<file path="config.mk">
export PLATFORM = sky130hd
export DESIGN_NAME = block_mean_and_spread_flat
export DESIGN_NICKNAME = d
export VERILOG_FILES = /design/src/hdl/bms_pkg.sv /design/src/hdl/bms_if.sv /design/src/hdl/block_mean_and_spread.sv /design/src/flat_wrapper.sv
export SDC_FILE = /design/constraint.sdc
export NUM_CORES = 2
export LEC_CHECK = 0
export BUFFER_PORTS_ARGS = -buffer_cell sky130_fd_sc_hd__buf_2
export CAP_MARGIN = 20
export CORE_MARGIN = 10
export CORE_UTILIZATION = 45
export CTS_CLUSTER_DIAMETER = 200
export DETAILED_ROUTE_END_ITERATION = 7
export PLACE_DENSITY = 0.65
export SETUP_SLACK_MARGIN = 0.15
export SLEW_MARGIN = 20
export SYNTH_ARGS = -nofsm -noshare
export SYNTH_HDL_FRONTEND = slang
export SYNTH_SLANG_ARGS = --single-unit
</file>
<file path="constraint.sdc">
create_clock -name clk -period 8.3 [get_ports clk]
set_input_delay 1.66 -clock clk [delete_from_list [all_inputs] [get_ports clk]]
set_output_delay 1.66 -clock clk [all_outputs]
set_load 0.03 [all_outputs]
</file>
<file path="src/hdl/bms_pkg.sv">
// bms_pkg: shared types, constants and the radix-16 divide-by-five digit step
// for the block mean and spread engine; depends on nothing
package bms_pkg;

	// samples per group, minus one (last value of the group position counter)
	localparam logic [2:0] GROUP_LAST = 3'd4;

	// dividend bits retired per cycle by the divide-by-five unit
	localparam int DIGIT_BITS = 4;

	localparam logic [3:0] DIVISOR = 4'd5;

	typedef struct packed {
		logic [2:0] rem;
		logic [3:0] quo;
	} div5_res_t;

	// four restoring steps of a divide by five on a narrow remainder
	function automatic div5_res_t div5_digit(input logic [2:0] rem_in, input logic [3:0] digit);
		div5_res_t res;
		logic [3:0] r;
		res.rem = rem_in;
		res.quo = '0;
		for (int i = 3; i >= 0; i--) begin
			r = {res.rem, digit[i]};
			if (r >= DIVISOR) begin
				r = r - DIVISOR;
				res.quo[i] = 1'b1;
			end
			res.rem = r[2:0];
		end
		return res;
	endfunction

endpackage

</file>
<file path="src/hdl/bms_if.sv">
// bms_if: valid/ready channels for sample items and result items
// standalone, no package needed
interface bms_sample_if #(parameter int SAMPLE_BITS = 24);
	logic                          valid;
	logic                          ready;
	logic signed [SAMPLE_BITS-1:0] voltage_code;
	logic signed [SAMPLE_BITS-1:0] current_code;

	modport source(output valid, output voltage_code, output current_code, input ready);
	modport sink(input valid, input voltage_code, input current_code, output ready);
endinterface

interface bms_result_if #(parameter int SAMPLE_BITS = 24);
	logic                          valid;
	logic                          ready;
	logic signed [SAMPLE_BITS-1:0] mean_voltage;
	logic signed [SAMPLE_BITS-1:0] mean_current;
	logic        [SAMPLE_BITS-1:0] current_spread;

	modport source(output valid, output mean_voltage, output mean_current,
		output current_spread, input ready);
	modport sink(input valid, input mean_voltage, input mean_current,
		input current_spread, output ready);
endinterface

</file>
<file path="src/hdl/block_mean_and_spread.sv">
// block_mean_and_spread: means and sample standard deviation over groups of five items
// depends on bms_pkg and the channel interfaces in bms_if.sv
// items 1..4 of a group: capture, square on the shared multiplier, accumulate
// item 5: capture, square and accumulate, then the result is computed by the radix-16
//   divide-by-five unit (three divisions) and the bit-serial square root
// one item in flight at a time; a pending result does not block the next four items
// arst_n clears the fsm, group position, sums and result valid; payload registers are not reset
module block_mean_and_spread
	import bms_pkg::*;
#(
	parameter int SAMPLE_BITS = 24
) (
	input  logic          clk,
	input  logic          arst_n,
	bms_sample_if.sink    samples,
	bms_result_if.source  results
);

	localparam int W    = SAMPLE_BITS;
	localparam int SW   = W + 3;                  // running sums of five samples
	localparam int QW   = 2 * W + 1;              // sum of five squares
	localparam int MW   = W + 2;                  // magnitude of a sum
	localparam int PW   = 2 * MW;                 // multiplier product, also 5*Q
	localparam int VW   = PW + 1;                 // 5*Q - S*S with sign
	localparam int DDW  = 2 * W + 2;              // (5*Q - S*S) / 4
	localparam int DW   = ((DDW + DIGIT_BITS - 1) / DIGIT_BITS) * DIGIT_BITS;
	localparam int DIGS = DW / DIGIT_BITS;
	localparam int CW   = $clog2(W);

	typedef enum logic [2:0] {
		ST_IDLE,
		ST_SQR,
		ST_ACC,
		ST_SSQ,
		ST_DIV_V,
		ST_DIV_C,
		ST_DIV_D,
		ST_SQRT
	} state_t;

	// control state
	state_t                 state_q;
	logic [2:0]             pos_q;
	logic [CW-1:0]          cnt_q;
	logic                   out_valid_q;
	logic signed [SW-1:0]   vsum_q;
	logic signed [SW-1:0]   csum_q;
	logic [QW-1:0]          qsum_q;

	// datapath registers
	logic signed [W-1:0]    volt_q;
	logic signed [W-1:0]    curr_q;
	logic [PW-1:0]          prod_q;
	logic [PW-1:0]          fiveq_q;
	logic [DW-1:0]          div_q;
	logic [2:0]             drem_q;
	logic [2*W-1:0]         sop_q;
	logic [W-1:0]           srem_q;
	logic [W-1:0]           root_q;
	logic signed [W-1:0]    mean_v_q;
	logic signed [W-1:0]    mean_c_q;

	// combinational
	logic [W-1:0]           curr_mag;
	logic [SW-1:0]          vsum_neg;
	logic [SW-1:0]          csum_neg;
	logic [MW-1:0]          vsum_mag;
	logic [MW-1:0]          csum_mag;
	logic [MW-1:0]          mul_op;
	logic [PW-1:0]          mul_res;
	logic [VW-1:0]          var_diff;
	logic                   var_neg;
	logic [DDW-1:0]         var_dvd;
	div5_res_t              dstep;
	logic [DW-1:0]          div_nxt;
	logic [MW-1:0]          quo_mag;
	logic [MW-1:0]          quo_neg;
	logic                   mean_neg;
	logic [W-1:0]           mean_nxt;
	logic [W+1:0]           srem_sh;
	logic [W+1:0]           trial;
	logic                   sq_ge;
	logic [W+1:0]           srem_nxt;
	logic [W-1:0]           root_nxt;
	logic                   div_last;
	logic                   sqrt_last;
	logic                   acc_hold;
	logic                   accept;

	assign accept = samples.valid && samples.ready;

	// magnitudes for the shared squarer and the divider
	assign curr_mag = curr_q[W-1] ? W'(-curr_q) : W'(curr_q);
	assign vsum_neg = -vsum_q;
	assign csum_neg = -csum_q;
	assign vsum_mag = vsum_q[SW-1] ? vsum_neg[MW-1:0] : vsum_q[MW-1:0];
	assign csum_mag = csum_q[SW-1] ? csum_neg[MW-1:0] : csum_q[MW-1:0];

	// one multiplier: squares the current sample per item, then the current sum per group
	assign mul_op  = (state_q == ST_SQR) ? MW'(curr_mag) : csum_mag;
	assign mul_res = mul_op * mul_op;

	// 5*Q - S*S, never negative in exact arithmetic; the /4 part of /20 is a shift
	assign var_diff = {1'b0, fiveq_q} - {1'b0, prod_q};
	assign var_neg  = var_diff[VW-1];
	assign var_dvd  = var_neg ? '0 : var_diff[DDW+1:2];

	// divide-by-five: one hex digit in, one quotient digit shifted into the low end
	assign dstep   = div5_digit(drem_q, div_q[DW-1 -: DIGIT_BITS]);
	assign div_nxt = {div_q[DW-DIGIT_BITS-1:0], dstep.quo};

	// signed mean from the quotient magnitude, truncation toward zero
	assign quo_mag  = div_nxt[MW-1:0];
	assign quo_neg  = -quo_mag;
	assign mean_neg = (state_q == ST_DIV_V) ? vsum_q[SW-1] : csum_q[SW-1];
	assign mean_nxt = mean_neg ? quo_neg[W-1:0] : quo_mag[W-1:0];

	// bit-serial square root, one result bit per cycle
	assign srem_sh  = {srem_q, sop_q[2*W-1 -: 2]};
	assign trial    = {root_q, 2'b01};
	assign sq_ge    = srem_sh >= trial;
	assign srem_nxt = sq_ge ? (srem_sh - trial) : srem_sh;
	assign root_nxt = {root_q[W-2:0], sq_ge};

	assign div_last  = cnt_q == CW'(DIGS - 1);
	assign sqrt_last = cnt_q == CW'(W - 1);

	// fifth item waits here while the previous result is still pending
	assign acc_hold = (pos_q == GROUP_LAST) && out_valid_q;

	assign samples.ready          = state_q == ST_IDLE;
	assign results.valid          = out_valid_q;
	assign results.mean_voltage   = mean_v_q;
	assign results.mean_current   = mean_c_q;
	assign results.current_spread = root_q;

	// sequencer, group state and result valid
	always_ff @(posedge clk or negedge arst_n) begin
		if (!arst_n) begin
			state_q     <= ST_IDLE;
			pos_q       <= '0;
			cnt_q       <= '0;
			out_valid_q <= 1'b0;
			vsum_q      <= '0;
			csum_q      <= '0;
			qsum_q      <= '0;
		end else begin
			if (results.ready && out_valid_q) begin
				out_valid_q <= 1'b0;
			end
			unique case (state_q)
				ST_IDLE: begin
					if (samples.valid) begin
						state_q <= ST_SQR;
					end
				end
				ST_SQR: begin
					state_q <= ST_ACC;
				end
				ST_ACC: begin
					if (!acc_hold) begin
						vsum_q <= vsum_q + SW'(volt_q);
						csum_q <= csum_q + SW'(curr_q);
						qsum_q <= qsum_q + prod_q[QW-1:0];
						if (pos_q == GROUP_LAST) begin
							state_q <= ST_SSQ;
						end else begin
							pos_q   <= pos_q + 3'd1;
							state_q <= ST_IDLE;
						end
					end
				end
				ST_SSQ: begin
					cnt_q   <= '0;
					state_q <= ST_DIV_V;
				end
				ST_DIV_V: begin
					if (div_last) begin
						cnt_q   <= '0;
						state_q <= ST_DIV_C;
					end else begin
						cnt_q <= cnt_q + 1'b1;
					end
				end
				ST_DIV_C: begin
					if (div_last) begin
						cnt_q   <= '0;
						state_q <= ST_DIV_D;
					end else begin
						cnt_q <= cnt_q + 1'b1;
					end
				end
				ST_DIV_D: begin
					if (div_last) begin
						cnt_q   <= '0;
						state_q <= ST_SQRT;
					end else begin
						cnt_q <= cnt_q + 1'b1;
					end
				end
				ST_SQRT: begin
					if (sqrt_last) begin
						out_valid_q <= 1'b1;
						pos_q       <= '0;
						vsum_q      <= '0;
						csum_q      <= '0;
						qsum_q      <= '0;
						cnt_q       <= '0;
						state_q     <= ST_IDLE;
					end else begin
						cnt_q <= cnt_q + 1'b1;
					end
				end
			endcase
		end
	end

	// datapath: operand capture, shared squarer, divider and square root registers
	always_ff @(posedge clk) begin
		if (accept) begin
			volt_q <= samples.voltage_code;
			curr_q <= samples.current_code;
		end
		unique case (state_q)
			ST_SQR: begin
				prod_q <= mul_res;
			end
			ST_SSQ: begin
				prod_q  <= mul_res;
				fiveq_q <= (PW'(qsum_q) << 2) + PW'(qsum_q);
				div_q   <= DW'(vsum_mag);
				drem_q  <= '0;
			end
			ST_DIV_V: begin
				if (div_last) begin
					mean_v_q <= mean_nxt;
					div_q    <= DW'(csum_mag);
					drem_q   <= '0;
				end else begin
					div_q  <= div_nxt;
					drem_q <= dstep.rem;
				end
			end
			ST_DIV_C: begin
				if (div_last) begin
					mean_c_q <= mean_nxt;
					div_q    <= DW'(var_dvd);
					drem_q   <= '0;
				end else begin
					div_q  <= div_nxt;
					drem_q <= dstep.rem;
				end
			end
			ST_DIV_D: begin
				if (div_last) begin
					sop_q  <= div_nxt[2*W-1:0];
					srem_q <= '0;
					root_q <= '0;
				end else begin
					div_q  <= div_nxt;
					drem_q <= dstep.rem;
				end
			end
			ST_SQRT: begin
				sop_q  <= sop_q << 2;
				srem_q <= srem_nxt[W-1:0];
				root_q <= root_nxt;
			end
			default: begin
			end
		endcase
	end

	// group position never passes the fifth item
	a_pos_range: assert property (@(posedge clk) disable iff (!arst_n)
		pos_q <= GROUP_LAST)
		else $error("group position out of range");

	// an accepted item always starts the squaring step
	a_accept_starts: assert property (@(posedge clk) disable iff (!arst_n)
		accept |=> state_q == ST_SQR)
		else $error("accepted item did not start");

	// a new result leaves the group state cleared
	a_result_clears: assert property (@(posedge clk) disable iff (!arst_n)
		$rose(out_valid_q) |-> (pos_q == 3'd0 && vsum_q == '0 && csum_q == '0 && qsum_q == '0))
		else $error("sums not cleared with result");

	// 5*Q is never below S*S
	a_var_nonneg: assert property (@(posedge clk) disable iff (!arst_n)
		(state_q == ST_DIV_C && div_last) |-> !var_neg)
		else $error("negative variance numerator");

	// fifth item does not overrun a pending result
	a_hold_pending: assert property (@(posedge clk) disable iff (!arst_n)
		(state_q == ST_ACC && acc_hold && !results.ready) |=> state_q == ST_ACC)
		else $error("group finished over a pending result");

endmodule
</file>
<file path="src/flat_wrapper.sv">
// flat-port wrapper written by rule: the top's interface ports become plain ports
module block_mean_and_spread_flat import bms_pkg::*;
#(
	parameter int SAMPLE_BITS = 24
)
  (clk, arst_n, samples_valid, samples_voltage_code, samples_current_code, samples_ready, results_valid, results_mean_voltage, results_mean_current, results_current_spread, results_ready);
  bms_sample_if #(.SAMPLE_BITS(SAMPLE_BITS)) samples_i ();
  bms_result_if #(.SAMPLE_BITS(SAMPLE_BITS)) results_i ();
  input  logic clk;
  input  logic arst_n;
  input wire logic [$bits(samples_i.valid)-1:0] samples_valid;
  input wire logic [$bits(samples_i.voltage_code)-1:0] samples_voltage_code;
  input wire logic [$bits(samples_i.current_code)-1:0] samples_current_code;
  output wire logic [$bits(samples_i.ready)-1:0] samples_ready;
  output wire logic [$bits(results_i.valid)-1:0] results_valid;
  output wire logic [$bits(results_i.mean_voltage)-1:0] results_mean_voltage;
  output wire logic [$bits(results_i.mean_current)-1:0] results_mean_current;
  output wire logic [$bits(results_i.current_spread)-1:0] results_current_spread;
  input wire logic [$bits(results_i.ready)-1:0] results_ready;
  assign samples_i.valid = samples_valid;
  assign samples_i.voltage_code = samples_voltage_code;
  assign samples_i.current_code = samples_current_code;
  assign samples_ready = samples_i.ready;
  assign results_valid = results_i.valid;
  assign results_mean_voltage = results_i.mean_voltage;
  assign results_mean_current = results_i.mean_current;
  assign results_current_spread = results_i.current_spread;
  assign results_i.ready = results_ready;
  block_mean_and_spread #(.SAMPLE_BITS(SAMPLE_BITS)) u_core (.clk(clk), .arst_n(arst_n), .samples(samples_i), .results(results_i));
endmodule
</file>
=== Yosys cells after proc, flatten, opt, wreduce, memory -nomap -nowiden ===
Index checks and enable logic that the tools add are counted.

* Output and inout bits: 74
* Logic and storage cells: 131
* Flip-flop bits (word level): 466
* Input bits: 52

* Multipliers: 1
* Reductions and logical operators: 20
* Equal/unequal tests: 18
* Muxes and demuxes: 53
* Magnitude comparators: 5
* Add/subtract/negate cells: 16

{| class="wikitable"
|+ Operators with widths
! kind !! number
|-
| one-hot mux 52 bit (4 select lines) || 1
|-
| 2-to-1 mux 52 bit || 3
|-
| one-hot mux 27 bit (2 select lines) || 2
|-
| 2-to-1 mux 49 bit || 2
|-
| one-hot mux 49 bit (2 select lines) || 1
|-
| 2-to-1 mux 24 bit || 4
|-
| one-hot mux 24 bit (2 select lines) || 2
|-
| one-hot mux 48 bit (2 select lines) || 1
|-
| 2-to-1 mux 27 bit || 3
|-
| 2-to-1 mux 26 bit || 3
|-
| adder 27 x 24 -> 27 bit || 2
|-
| subtractor 52 x 52 -> 53 bit || 1
|-
| adder 51 x 49 -> 52 bit || 1
|-
| multiplier 26 x 26 -> 52 bit || 1
|-
| negation 26 bit || 2
|-
| 2-to-1 mux 50 bit || 1
|-
| adder 49 bit || 1
|-
| 2-to-1 mux 48 bit || 1
|-
| negation 24 bit || 2
|-
| 2-to-1 mux 3 bit || 14
|-
| greater-or-equal comparator 26 bit || 1
|-
| one-hot mux 3 bit (8 select lines) || 1
|-
| subtractor 24 bit || 1
|-
| greater-or-equal comparator 4 x 3 -> 1 bit, second input constant || 4
|-
| 27 further kinds || 58
|}

=== Longest topological paths before layout ===
* Depth in word-level cells: 10
* Gate-level depth with buffers: 38
* Depth with buffers taken out: 36

=== Least setup slack after synthesis ===
OpenSTA, ideal clock, no wires.

* Path type: reg2reg
* Start point: reg u_core.curr_q[3]
* End point: reg u_core.prod_q[47] (data pin)
* Cell stages (with the launch flop): 35
* Path buffers: 1
* Library setup time: 0.259 ns
* Period minus slack after synthesis: 9.082 ns
* Data arrival time: 8.823 ns
* Data required time: 8.041 ns
* Slack: -0.782 ns
* Cells stage by stage: edfxtp_1 or3_4 or3b_4 or3_4 or3_4 nand2b_1 o21ai_1 xor2_1 a21o_1 inv_2 buf_6 nand2_1 fa_1 inv_1 fa_1 fa_1 inv_1 fa_1 inv_1 fa_1 inv_1 fa_1 inv_1 fa_1 ha_1 and3_1 a221oi_1 o21ai_0 a21o_1 o2111ai_1 a21oi_1 nor3_1 nand2_1 a31oi_1 xnor2_1

* Cells in the longest elaborated chain, start to end: 4

{| class="wikitable"
|+ Ends and longest elaborated chain
! what !! RTL line !! source
|-
| from (decl) || block_mean_and_spread.sv:52 || <nowiki>logic signed [W-1:0] curr_q;</nowiki>
|-
| from (signal assigned) || block_mean_and_spread.sv:222 || <nowiki>curr_q <= samples.current_code;</nowiki>
|-
| negation 24 bit || block_mean_and_spread.sv:93 || <nowiki>assign curr_mag = curr_q[W-1] ? W'(-curr_q) : W'(curr_q);</nowiki>
|-
| 2-to-1 mux 24 bit * || block_mean_and_spread.sv:93 ||
|-
| 2-to-1 mux 26 bit * || block_mean_and_spread.sv:100 || <nowiki>assign mul_op = (state_q == ST_SQR) ? MW'(curr_mag) : csum_mag;</nowiki>
|-
| multiplier 26 x 26 -> 52 bit * || block_mean_and_spread.sv:101 || <nowiki>assign mul_res = mul_op * mul_op;</nowiki>
|-
| via u_core.mul_res[47] || block_mean_and_spread.sv:70 || <nowiki>logic [PW-1:0] mul_res;</nowiki>
|-
| to (signal assigned) || block_mean_and_spread.sv:226 || <nowiki>prod_q <= mul_res;</nowiki>
|-
| to (signal assigned) || block_mean_and_spread.sv:229 || <nowiki>prod_q <= mul_res;</nowiki>
|-
| to (decl) || block_mean_and_spread.sv:53 || <nowiki>logic [PW-1:0] prod_q;</nowiki>
|}

Mark *: on every way through the listed nets, which the timed path passes. The rest lies on a longest branch.
A chain may end at the register's enable or synchronous reset.

=== Worst setup path after layout ===
* Start point: reg u_core.curr_q[2]
* End point: reg u_core.prod_q[45] (data pin)

The elaborated chain is that of the path after synthesis.

==> reports/qor.txt <==
period utilization -> 111%
Async SR Flop Fraction -> 24.7%
gpl congestion -> 1.02
1st-iter DRT viols -> 2790
die area -> 124000 µm²
WS Path Type -> flop to flop
Cells after Synth -> 5333
Worst setup EP type -> flop
Core Footprint -> 109000 µm²
Remaining DRCs -> 0
R2R depth -> 36
CTS H-tree depth -> 2
CTS tree -> built
syn avg cell area -> 9.34 µm²
worst-margin pin slew -> 1.12 ns
Hold/Removal Path Class -> flop to flop
Slew HR -> 25.1%
largest net degree at the start of global routing -> 75
crit start category -> flop
Reg2Reg Launch Point -> u_core.curr_q[2]$_DFFE_PP_
DR WL/cell -> 19.5 µm
Initial Utilization -> 45.5%
initial antenna violation count -> 1
drt pass-1 iters -> 6
vias per cell -> 5.41
Hold EP -> u_core.pos_q[0]$_DFFE_PN0P_
Fin. Hold Viols -> 0
Crit path largest cell delay -> 0.55 ns
reg2reg end -> u_core.prod_q[45]$_DFFE_PP_
Die W -> 353 µm
Syn Std Cell Area -> 49800 µm²
worst setup margin -> -0.918 ns
area grow syn2layout -> 17.9%
number of synthesized flops with an enable pin -> 350
crit path max fanout -> 10
number of port buffers -> 125
ANT cells -> 0
Buf+Inv Stages, Crit Path -> 10
Post-DP HPWL -> 118000 µm
Place WS -> -1.04 ns
most frequent cells in the layout -> inv_1 (820), nand2_1 (627), fa_1 (506)
max frequency -> 108 MHz
clk_skew -> 0.0467 ns
Final Max Slew Viols -> 0
Top FF cell, synth -> edfxtp_1
Antenna Nets Post-Route -> 0
reg2reg setup slack -> -0.92 ns
CTS Sinks -> 465
clock latency on the worst-skew pair -> 0.62 ns
failing checks -> setup timing
vias in the first global route -> 40900
Synthesized Nets -> 6338
RSZ-0062 raised after global routing -> true
via count -> 39900
first-pass GRT wire length -> 226000 µm
Synth cell types -> 92
CTS clk-pin slew, worst paths -> 0.07 ns
Cells on Worst Hold Path -> 2
gr usage total -> 22.7%
delay-heaviest family, CP -> adder cells
Max clock buf depth -> 3
global route total overflow -> 0
CP required -> 8.61 ns
Period minus WS final -> 9.22 ns
max-cap viol count -> 0
final setup fails -> 32
sequential area share after synthesis -> 26.9%
CP dominant cell by count -> inv_1
Routed WL -> 144000 µm
I/O pins -> 126
CTS Buf Count -> 49
outcome -> complete, but fails checks
most common cell after layout, fill and taps aside -> inv_1
root buffer cell -> clkbuf_16
Crit path arrival time -> 9.53 ns
Row Count -> 121
share of cells above drive strength 1 -> 16.8%
Hold Path Origin -> u_core.pos_q[0]$_DFFE_PN0P_
die height -> 353 µm
Slowest cell on crit path -> fa_1
Fin Setup TNS -> -19.09 ns
nets@finish -> 6871
Synthesis Warnings -> 0
Synth Register Bits -> 465
[worst min-delay path, cell delays in order (launching register included)]
cell	delay (ns)
dfrtp_1	0.37
nand2_1	0.06
nand2_1	0.05
[per-layer routing]
| metal | wire length (µm) | GRT usage (%) | part of all wire, % |
|---|---|---|---|
| met1 | 60600 | 29.2 | 42 |
| met2 | 69100 | 39.0 | 48 |
| met3 | 8550 | 2.84 | 5.9 |
| met4 | 5640 | 7.98 | 3.9 |
| met5 | 11 | 0 | 0.0076 |
[metrics by stage]
step	instance area (µm²)	cells	utilization (%)	hold slack [ns]
after floorplan	49900	5333	-	0.467
after global placement	55600	7254	50.8	0.496
after detailed placement	55600	7254	50.9	0.493
after CTS	57800	7358	52.9	0.507
after global routing	58700	7381	53.7	0.535
final	58700	7381	53.7	0.510
[registers in the layout (all words and copies together), names as in the netlist, 27 cells and up]
signal,count
u_core.prod_q,51
u_core.csum_q,27
u_core.qsum_q,49
u_core.vsum_q,27
u_core.fiveq_q,52
u_core.sop_q,48
u_core.div_q,52
[worst max path at each step]
stage                             endpoint                       start  cells after the start  slack, ns
2_1_floorplan  u_core.prod_q[45]$_DFFE_PP_  u_core.curr_q[4]$_DFFE_PP_                     35      -0.44
5_1_grt        u_core.prod_q[45]$_DFFE_PP_  u_core.curr_q[2]$_DFFE_PP_                     36      -1.20
3_5_place_dp   u_core.prod_q[44]$_DFFE_PP_  u_core.curr_q[4]$_DFFE_PP_                     31      -1.04
6_report       u_core.prod_q[45]$_DFFE_PP_  u_core.curr_q[2]$_DFFE_PP_                     36      -0.92
3_3_place_gp   u_core.prod_q[44]$_DFFE_PP_  u_core.curr_q[4]$_DFFE_PP_                     32      -0.93
4_1_cts        u_core.prod_q[47]$_DFFE_PP_  u_core.curr_q[4]$_DFFE_PP_                     36      -0.90
[synthesized netlist by cell type, types with 14 or more instances]
library cell,count,area (µm²)
o211ai_1,26,195
nand2_1,645,2420
or3_1,22,138
edfxtp_1,350,10500
a221oi_1,14,123
a211oi_1,33,248
inv_1,842,3160
mux2i_1,27,270
and2_1,27,169
o21a_1,43,323
dfrtp_1,115,2880
nand4_1,37,231
nor2_1,369,1390
nor3_1,44,220
clkbuf_1,143,537
o31ai_1,49,368
fa_1,522,10500
nor2b_1,47,294
a21oi_1,299,1500
nand2b_1,38,238
xnor2_1,195,1710
o21ai_0,279,1400
o41ai_1,16,140
nand3_1,56,280
a221o_1,14,140
or4_1,14,105
xor2_1,148,1300
a21o_1,128,961
and3_1,36,225
o21bai_1,30,225
ha_1,431,5390
a31oi_1,47,294
[logic make-up after synthesis]
logic type | Yosys count | synth area share [%]
multiplexers | 32 | 0.656
AND/OR/NAND/NOR | 1390 | 12.4
AO/OA/AOI/OAI | 1121 | 14.3
XOR/XNOR | 343 | 6.03
buffers and inverters | 1029 | 7.93
flip-flops | 465 | 26.9
adder cells (fa/ha/maj) | 953 | 31.8
[final cells by class]
cell class / count / area [µm²]
Fill cell: 9860 / 50600
Tap cell: 1476 / 1850
Clock buffer: 65 / 1360
Inverter: 853 / 3230
Sequential cell: 465 / 13400
Multi-Input combinational cell: 3839 / 33700
Timing Repair Buffer: 658 / 4940
Clock inverter: 25 / 200
[repair_timing]
item                                    in CTS  in global routing
pin swaps                                   46                 87
hold buffers                                 0                  0
endpoints found under the setup margin      35                 36
buffers inserted                            13                 22
cloned                                       1                  0
resized for setup                          114                163
Power is not shown: default switching activity piles up to over one toggle a cycle in this logic, so the estimate is an artifact.
